[src/rtl/gated_odometer_accumulator_unit_assert.svh]
// Assertion macros for the gated odometer accumulator.
`ifndef GATED_ODOMETER_ACCUMULATOR_UNIT_ASSERT_SVH
`define GATED_ODOMETER_ACCUMULATOR_UNIT_ASSERT_SVH

// Same-cycle implication, sampled on clk and disabled while rst_n is low.
`define GOA_ASSERT_IMP(lbl, ante, cons) \
  lbl: assert property (@(posedge clk) disable iff (!rst_n) (ante) |-> (cons)) \
    else $error("gated_odometer_accumulator_unit: check failed");

// Next-cycle implication, sampled on clk and disabled while rst_n is low.
`define GOA_ASSERT_NXT(lbl, ante, cons) \
  lbl: assert property (@(posedge clk) disable iff (!rst_n) (ante) |=> (cons)) \
    else $error("gated_odometer_accumulator_unit: check failed");

`endif

[src/rtl/goa_pkg.sv]
// Package with item types, constants and the microcode table of the odometer.
package goa_pkg;

  localparam int TIME_W  = 48;
  localparam int VEL_W   = 24;
  localparam int DIST_W  = 63;
  localparam int MINSP_W = 23;
  localparam int MAXDT_W = 24;
  localparam int CFG_W   = 24;
  localparam int CFG_IDX_W = 1;
  localparam int ROOT_STEPS = 24;
  localparam int CNT_W   = 5;

  localparam logic [DIST_W-1:0] DIST_MAX = {DIST_W{1'b1}};

  localparam logic [CFG_IDX_W-1:0] REG_MIN_MOVE_SPEED = 1'd0;
  localparam logic [CFG_IDX_W-1:0] REG_MAX_TIME_STEP  = 1'd1;

  typedef struct packed {
    logic                     mode;
    logic [TIME_W-1:0]        sample_time;
    logic signed [VEL_W-1:0]  vel_x;
    logic signed [VEL_W-1:0]  vel_z;
    logic signed [VEL_W-1:0]  speedo;
  } in_item_t;

  typedef struct packed {
    logic [DIST_W-1:0] distance;
    logic              counted;
  } out_item_t;

  typedef enum logic [3:0] {
    OP_IDLE,
    OP_DT,
    OP_SQX,
    OP_SQZ,
    OP_SUMSQ,
    OP_ROOT,
    OP_SPEED,
    OP_NOP,
    OP_MULDT,
    OP_ACC,
    OP_FINISH,
    OP_START
  } dp_op_t;

  typedef enum logic [2:0] {
    C_NONE,
    C_NO_ITEM,
    C_START,
    C_NO_GATE,
    C_ROOT_BUSY,
    C_SLOW,
    C_OUT_BUSY
  } cond_t;

  typedef logic [3:0] pc_t;

  localparam pc_t PC_IDLE   = 4'd0;
  localparam pc_t PC_DT     = 4'd1;
  localparam pc_t PC_GATE   = 4'd2;
  localparam pc_t PC_SQX    = 4'd3;
  localparam pc_t PC_SQZ    = 4'd4;
  localparam pc_t PC_SUMSQ  = 4'd5;
  localparam pc_t PC_ROOT   = 4'd6;
  localparam pc_t PC_SPEED  = 4'd7;
  localparam pc_t PC_MOVE   = 4'd8;
  localparam pc_t PC_MULDT  = 4'd9;
  localparam pc_t PC_ACC    = 4'd10;
  localparam pc_t PC_FINISH = 4'd11;
  localparam pc_t PC_START  = 4'd12;

  typedef struct packed {
    dp_op_t op;
    cond_t  cnd;
    pc_t    jmp;
    pc_t    nxt;
  } ucode_t;

  typedef struct packed {
    logic no_item;
    logic is_start;
    logic no_gate;
    logic root_busy;
    logic slow;
    logic out_busy;
  } seq_cond_t;

  typedef struct packed {
    dp_op_t op;
  } seq_ctrl_t;

  // The jump target is taken when the condition holds, otherwise nxt.
  function automatic ucode_t ucode(input pc_t pc);
    ucode_t w;
    unique case (pc)
      PC_IDLE:   w = '{op: OP_IDLE,   cnd: C_NO_ITEM,   jmp: PC_IDLE,   nxt: PC_DT};
      PC_DT:     w = '{op: OP_DT,     cnd: C_START,     jmp: PC_START,  nxt: PC_GATE};
      PC_GATE:   w = '{op: OP_NOP,    cnd: C_NO_GATE,   jmp: PC_FINISH, nxt: PC_SQX};
      PC_SQX:    w = '{op: OP_SQX,    cnd: C_NONE,      jmp: PC_IDLE,   nxt: PC_SQZ};
      PC_SQZ:    w = '{op: OP_SQZ,    cnd: C_NONE,      jmp: PC_IDLE,   nxt: PC_SUMSQ};
      PC_SUMSQ:  w = '{op: OP_SUMSQ,  cnd: C_NONE,      jmp: PC_IDLE,   nxt: PC_ROOT};
      PC_ROOT:   w = '{op: OP_ROOT,   cnd: C_ROOT_BUSY, jmp: PC_ROOT,   nxt: PC_SPEED};
      PC_SPEED:  w = '{op: OP_SPEED,  cnd: C_NONE,      jmp: PC_IDLE,   nxt: PC_MOVE};
      PC_MOVE:   w = '{op: OP_NOP,    cnd: C_SLOW,      jmp: PC_FINISH, nxt: PC_MULDT};
      PC_MULDT:  w = '{op: OP_MULDT,  cnd: C_NONE,      jmp: PC_IDLE,   nxt: PC_ACC};
      PC_ACC:    w = '{op: OP_ACC,    cnd: C_NONE,      jmp: PC_IDLE,   nxt: PC_FINISH};
      PC_FINISH: w = '{op: OP_FINISH, cnd: C_OUT_BUSY,  jmp: PC_FINISH, nxt: PC_IDLE};
      PC_START:  w = '{op: OP_START,  cnd: C_OUT_BUSY,  jmp: PC_START,  nxt: PC_IDLE};
      default:   w = '{op: OP_IDLE,   cnd: C_NONE,      jmp: PC_IDLE,   nxt: PC_IDLE};
    endcase
    return w;
  endfunction

endpackage

[src/rtl/goa_seq.sv]
// Microcode sequencer: step counter, control store and conditional jumps.
module goa_seq
  import goa_pkg::*;
(
  input  logic      clk,
  input  logic      rst_n,
  input  seq_cond_t cond,
  output seq_ctrl_t ctrl
);

  pc_t    pc_r;
  pc_t    pc_nxt;
  ucode_t word;
  logic   take;

  always_comb begin
    word = ucode(pc_r);
    case (word.cnd)
      C_NO_ITEM:   take = cond.no_item;
      C_START:     take = cond.is_start;
      C_NO_GATE:   take = cond.no_gate;
      C_ROOT_BUSY: take = cond.root_busy;
      C_SLOW:      take = cond.slow;
      C_OUT_BUSY:  take = cond.out_busy;
      default:     take = 1'b0;
    endcase
    pc_nxt  = take ? word.jmp : word.nxt;
    ctrl.op = word.op;
  end

  always_ff @(posedge clk) begin
    if (!rst_n) begin
      pc_r <= PC_IDLE;
    end else begin
      pc_r <= pc_nxt;
    end
  end

endmodule

[src/rtl/gated_odometer_accumulator_unit.sv]
// Gated odometer top level: datapath, configuration registers and result register.
// One item at a time: an item is taken only while the sequencer sits in its idle step.
// A counted sample spends most of its time in the 24-step square-root loop; a sample
// below the speed gate skips the multiply and add, one outside the time gate skips all
// arithmetic. The next item is taken as the result appears; a stalled result holds
// the sequencer. Synchronous reset clears the history and loads the register defaults.
module gated_odometer_accumulator_unit
  import goa_pkg::*;
(
  input  logic                 clk,
  input  logic                 rst_n,
  input  logic                 in_valid,
  output logic                 in_stall,
  input  in_item_t             in_item,
  output logic                 out_valid,
  input  logic                 out_stall,
  output out_item_t            out_item,
  input  logic                 cfg_we,
  input  logic [CFG_IDX_W-1:0] cfg_index,
  input  logic [CFG_W-1:0]     cfg_wdata
);

  `include "gated_odometer_accumulator_unit_assert.svh"

  seq_cond_t cond;
  seq_ctrl_t ctrl;

  logic [MINSP_W-1:0] min_speed_r;
  logic [MAXDT_W-1:0] max_step_r;
  logic [TIME_W-1:0]  prev_r;
  logic               have_prev_r;
  logic [DIST_W-1:0]  total_r;
  logic               out_valid_r;
  out_item_t          out_item_r;

  in_item_t               in_r;
  logic [TIME_W-1:0]      dt_r;
  logic                   later_r;
  logic                   counted_r;
  logic [2*VEL_W-1:0]     prod_r;
  logic [2*VEL_W-1:0]     rad_r;
  logic [VEL_W+1:0]       rem_r;
  logic [VEL_W-1:0]       root_r;
  logic [CNT_W-1:0]       cnt_r;
  logic [VEL_W-1:0]       speed_r;

  logic [VEL_W-1:0]   vx_abs;
  logic [VEL_W-1:0]   vz_abs;
  logic [VEL_W-1:0]   mul_a;
  logic [VEL_W-1:0]   mul_b;
  logic [2*VEL_W-1:0] mul_p;
  logic               borrow;
  logic [TIME_W-1:0]  dt_diff;
  logic               gate_ok;
  logic [VEL_W+3:0]   rem_sh;
  logic [VEL_W+3:0]   trial;
  logic               fits;
  logic               sp_pos;
  logic [VEL_W-1:0]   sp_mag;
  logic [DIST_W:0]    acc_sum;
  logic               out_busy;
  logic               out_load;

  goa_seq u_seq (
    .clk   (clk),
    .rst_n (rst_n),
    .cond  (cond),
    .ctrl  (ctrl)
  );

  always_comb begin
    vx_abs = in_r.vel_x[VEL_W-1] ? VEL_W'(-in_r.vel_x) : in_r.vel_x;
    vz_abs = in_r.vel_z[VEL_W-1] ? VEL_W'(-in_r.vel_z) : in_r.vel_z;
    case (ctrl.op)
      OP_SQX: begin
        mul_a = vx_abs;
        mul_b = vx_abs;
      end
      OP_SQZ: begin
        mul_a = vz_abs;
        mul_b = vz_abs;
      end
      default: begin
        mul_a = speed_r;
        mul_b = dt_r[VEL_W-1:0];
      end
    endcase
    mul_p = mul_a * mul_b;

    {borrow, dt_diff} = {1'b0, in_r.sample_time} - {1'b0, prev_r};
    gate_ok = have_prev_r && later_r && (dt_r <= {{(TIME_W-MAXDT_W){1'b0}}, max_step_r});

    rem_sh = {rem_r, rad_r[2*VEL_W-1 -: 2]};
    trial  = {2'b00, root_r, 2'b01};
    fits   = (rem_sh >= trial);

    sp_pos = !in_r.speedo[VEL_W-1] && (in_r.speedo != '0);
    sp_mag = {1'b0, in_r.speedo[VEL_W-2:0]};

    acc_sum = {1'b0, total_r} + {{(DIST_W+1-2*VEL_W){1'b0}}, prod_r};

    out_busy = out_valid_r && out_stall;
    out_load = ((ctrl.op == OP_FINISH) || (ctrl.op == OP_START)) && !out_busy;

    cond.no_item   = !in_valid;
    cond.is_start  = in_r.mode;
    cond.no_gate   = !gate_ok;
    cond.root_busy = (cnt_r != CNT_W'(ROOT_STEPS - 1));
    cond.slow      = (speed_r < {1'b0, min_speed_r});
    cond.out_busy  = out_busy;
  end

  assign in_stall  = (ctrl.op != OP_IDLE);
  assign out_valid = out_valid_r;
  assign out_item  = out_item_r;

  always_ff @(posedge clk) begin
    if (!rst_n) begin
      min_speed_r <= MINSP_W'(26);
      max_step_r  <= MAXDT_W'(32768);
      prev_r      <= '0;
      have_prev_r <= 1'b0;
      total_r     <= '0;
      out_valid_r <= 1'b0;
    end else begin
      if (cfg_we) begin
        unique case (cfg_index)
          REG_MIN_MOVE_SPEED: min_speed_r <= cfg_wdata[MINSP_W-1:0];
          REG_MAX_TIME_STEP:  max_step_r  <= cfg_wdata[MAXDT_W-1:0];
          default: ;
        endcase
      end
      unique case (ctrl.op)
        OP_ACC: begin
          total_r <= acc_sum[DIST_W] ? DIST_MAX : acc_sum[DIST_W-1:0];
        end
        OP_FINISH: begin
          prev_r      <= in_r.sample_time;
          have_prev_r <= 1'b1;
        end
        OP_START: begin
          prev_r      <= '0;
          have_prev_r <= 1'b0;
          total_r     <= '0;
        end
        default: ;
      endcase
      if (out_load) begin
        out_valid_r <= 1'b1;
      end else if (!out_stall) begin
        out_valid_r <= 1'b0;
      end
    end
  end

  always_ff @(posedge clk) begin
    if (in_valid && !in_stall) begin
      in_r <= in_item;
    end
    unique case (ctrl.op)
      OP_DT: begin
        dt_r      <= dt_diff;
        later_r   <= !borrow && (dt_diff != '0);
        counted_r <= 1'b0;
      end
      OP_SQX: begin
        prod_r <= mul_p;
      end
      OP_SQZ: begin
        prod_r <= mul_p;
        rad_r  <= prod_r;
      end
      OP_SUMSQ: begin
        rad_r  <= rad_r + prod_r;
        rem_r  <= '0;
        root_r <= '0;
        cnt_r  <= '0;
      end
      OP_ROOT: begin
        rad_r  <= {rad_r[2*VEL_W-3:0], 2'b00};
        root_r <= {root_r[VEL_W-2:0], fits};
        rem_r  <= fits ? (VEL_W+2)'(rem_sh - trial) : rem_sh[VEL_W+1:0];
        cnt_r  <= cnt_r + CNT_W'(1);
      end
      OP_SPEED: begin
        speed_r <= (sp_pos && (sp_mag > root_r)) ? sp_mag : root_r;
      end
      OP_MULDT: begin
        prod_r <= mul_p;
      end
      OP_ACC: begin
        counted_r <= 1'b1;
      end
      default: ;
    endcase
    if (out_load) begin
      if (ctrl.op == OP_START) begin
        out_item_r <= '{distance: '0, counted: 1'b0};
      end else begin
        out_item_r <= '{distance: total_r, counted: counted_r};
      end
    end
  end

  `GOA_ASSERT_NXT(a_dist_monotonic, ctrl.op != OP_START, total_r >= $past(total_r))
  `GOA_ASSERT_NXT(a_out_held, out_valid_r && out_stall, out_valid_r && $stable(out_item_r))
  `GOA_ASSERT_IMP(a_root_bounded, ctrl.op == OP_ROOT, cnt_r < CNT_W'(ROOT_STEPS))

endmodule
[config.mk]
export PLATFORM = sky130hd
export DESIGN_NAME = gated_odometer_accumulator_unit
export DESIGN_NICKNAME = d
export VERILOG_FILES = /design/src/rtl/goa_pkg.sv /design/src/rtl/goa_seq.sv /design/src/rtl/gated_odometer_accumulator_unit.sv
export VERILOG_INCLUDE_DIRS = /design/src /design/src/rtl
export SDC_FILE = /design/constraint.sdc
export NUM_CORES = 2
export LEC_CHECK = 0
export BUFFER_PORTS_ARGS = -buffer_cell sky130_fd_sc_hd__buf_2
export CAP_MARGIN = 20
export CORE_UTILIZATION = 40
export CTS_CLUSTER_DIAMETER = 150
export DETAILED_ROUTE_END_ITERATION = 10
export PLACE_DENSITY = 0.66
export SYNTH_ARGS = -nofsm -noshare
export SYNTH_HDL_FRONTEND = slang
export SYNTH_SLANG_ARGS = --single-unit
[constraint.sdc]
create_clock -name clk -period 31.1 [get_ports clk]
set_input_delay 1.555 -clock clk [delete_from_list [all_inputs] [get_ports clk]]
set_output_delay 1.555 -clock clk [all_outputs]
set_load 0.1 [all_outputs]
==> metrics <==
status finished, final reports clean; Starting Density 0.405; Die Wd around 370 um; CTS Buffer Depth 3; CP bufs+invs 7; Worst setup startpoint in_r[31]; first-pass GRT wire length 240000 um; worst-case clock skew between 0.04 and 0.05 ns; Mean Syn Cell Area 9.26 sq um; root buffer cell clkbuf_16; pin count of the biggest net entering global routing ~110; Fmax achieved just under 0.09 GHz; most area-consuming cells after synthesis edfxtp_1 (23%), fa_1 (18%), ha_1 (10%); hpwl dp 121000 um; Post-CTS Hold Buffers 0; Crit. End Element flip-flop; slowest library cell on the worst path a21o_1; IO Port Bufs ~220; Seq cells post-synth 585; Hold/Removal Path Class flip-flop to flip-flop; DRC viols 0; count of cell types in the netlist 86; H-Tree Depth 3; min Tclk post-route 11.36 ns; gr ovfl total 0; Syn Inst Count 5708; worst r2r src in_r[31]; RSZ-0062 raised after global routing false; final hold vios 0; Routed Antenna Nets 0; final worst-path cycle share 0.365; synthesized area between 0.05 and 0.06 sq mm; initial DRC count ~3400; Skew-Pair Late Insertion Delay 0.66 ns; asr flop ratio synth 0; Final Core Density 0.445; DR WL/cell 20.4 um; Synth top area share 0.233; cell family with most CP delay adder cells; 1st-pass router iterations 6; All-Layer GR Usage 0.233; post-CTS sizing 0; routability cong. 0.936; I/O pins 217; Die ar. 0.134 sq mm; CTS sink cnt between 500 and 600; count of final max-slew check failures 0; initial antenna violation count 22; layout cells sized above 1 0.0780; Synth warnings 0; max cap viols 0; DRT Wirelength 156000 um; final hold slack 0.466 ns; prevailing post-synth register cell edfxtp_1; share of the yosys chip area belonging to registers 0.299; critical hold path startpoint min_speed_r[21]; area leader, netlist edfxtp_1; Post-synth EDFFs 410; Die Y 365 um; most numerous cell in the Yosys netlist inv_1; setup total negative slack 0 ns; Layout area overhead 9.71%; relative slew slack 0.276; Crit Path Class flip-flop to flip-flop; WP data arrival 11.75 ns; Critical Path RT between 30 and 40 ns; most frequent cells after synthesis inv_1 (769), nand2_1 (717), fa_1 (485); Crit path largest cell delay 0.80 ns; Final #Nets 6872; Worst Tran Pin Value 1.09 ns; CTS Buf Count 67; Final setup viols 0; post-synth net total 6765; vias in the first global route 41600; cell row count 132; # Post-CTS Setup Buffers 0; Critical Path Start Type flip-flop; Via density 5.47; via count ~42000; Crit Path Max Fanout 18; TritonCTS clock tree built; Core Region 0.130 sq mm; clock transition at the registers of the reported paths 0.06 ns
## per-stage QoR
step	worst slack, ns	instances	instance area [sq um]
floorplan	20.91	5708	52800
global placement	19.96	7486	55700
detailed placement	19.77	7486	55700
CTS	19.79	7609	57900
global route	19.24	7613	58000
finish	19.74	7616	58000
## tightest hold or removal path, delay by kind of cell, from the launching register on
| family | cells | cell delay [ns] |
|---|---|---|
| compound gates | 1 | 0.06 |
| simple gates | 1 | 0.05 |
| flops | 1 | 0.31 |
## area by class of cell
type	instances	area, sq um
diodes	5	12.5
clock buffers	82	1770
clock inverters	41	448
fillers	12600	72300
inverters	769	2890
multi-input cells	4111	33300
flip-flops and latches	585	15800
well taps	1742	2180
repair buffers	281	1580
## worst paths after layout
| kind | depth (start not counted) | to | slack (ns) |
|---|---|---|---|
| max reg2reg | 36 | prod_r[47] | 19.74 |
| max | 36 | prod_r[47] | 19.74 |
| min | 2 | min_speed_r[21] | 0.47 |
| min reg2reg | 2 | min_speed_r[21] | 0.47 |
## layer usage
metal  vias up  global-route usage  share of wire
li1      19400                   -              -
met1     20200               0.306           0.42
met2      1663               0.367           0.45
met3       359              0.0505          0.085
met4         8               0.105          0.048
met5         -                   0        0.00030
## placed cells by master, fill, tap and decap left out, types with 42 or more instances in the layout
cell type  Yosys  final
a211oi_1      49     49
a21boi_0      69     69
a21o_1       168    168
a21oi_1      384    381
and2_1       120    120
and3_1        52     52
buf_2          7    215
buf_4          1     64
clkbuf_16      0     68
dfxtp_1      175    174
edfxtp_1     410    410
fa_1         485    485
ha_1         421    421
inv_1        769    768
nand2_1      717    715
nand2b_1      42     42
nand3_1       62     62
nand4_1       54     54
nor2_1       370    367
nor2b_1      108    107
nor3_1        58     57
nor3b_1       49     48
o21ai_0      218    217
xnor2_1      134    134
xor2_1        89     89
## sequential cells by signal, summed over array words and instances, names as in the netlist, 24 cells and up
register / flops
in_r: 120
total_r: 63
root_r: 24
out_item: 64
prod_r: 48
prev_r: 48
rad_r: 48
dt_r: 48
rem_r: 26
max_step_r: 24
speed_r: 24
## kinds of logic (layout without fill, tap and decap cells)
kind of cell	count (synthesis)	after routing	share of synthesized area
simple gates	1744	1744	0.155
compound gates	1182	1182	0.141
buf+inv	1012	1173	0.0723
fa+ha+maj	906	906	0.283
flops	585	585	0.299
xor+xnor	223	223	0.0370
mux	56	56	0.0112
other cells	0	5	0
Power is left out: the tool's default activity adds up to more than one toggle a clock period on the data nets, which glitch-free logic cannot reach.
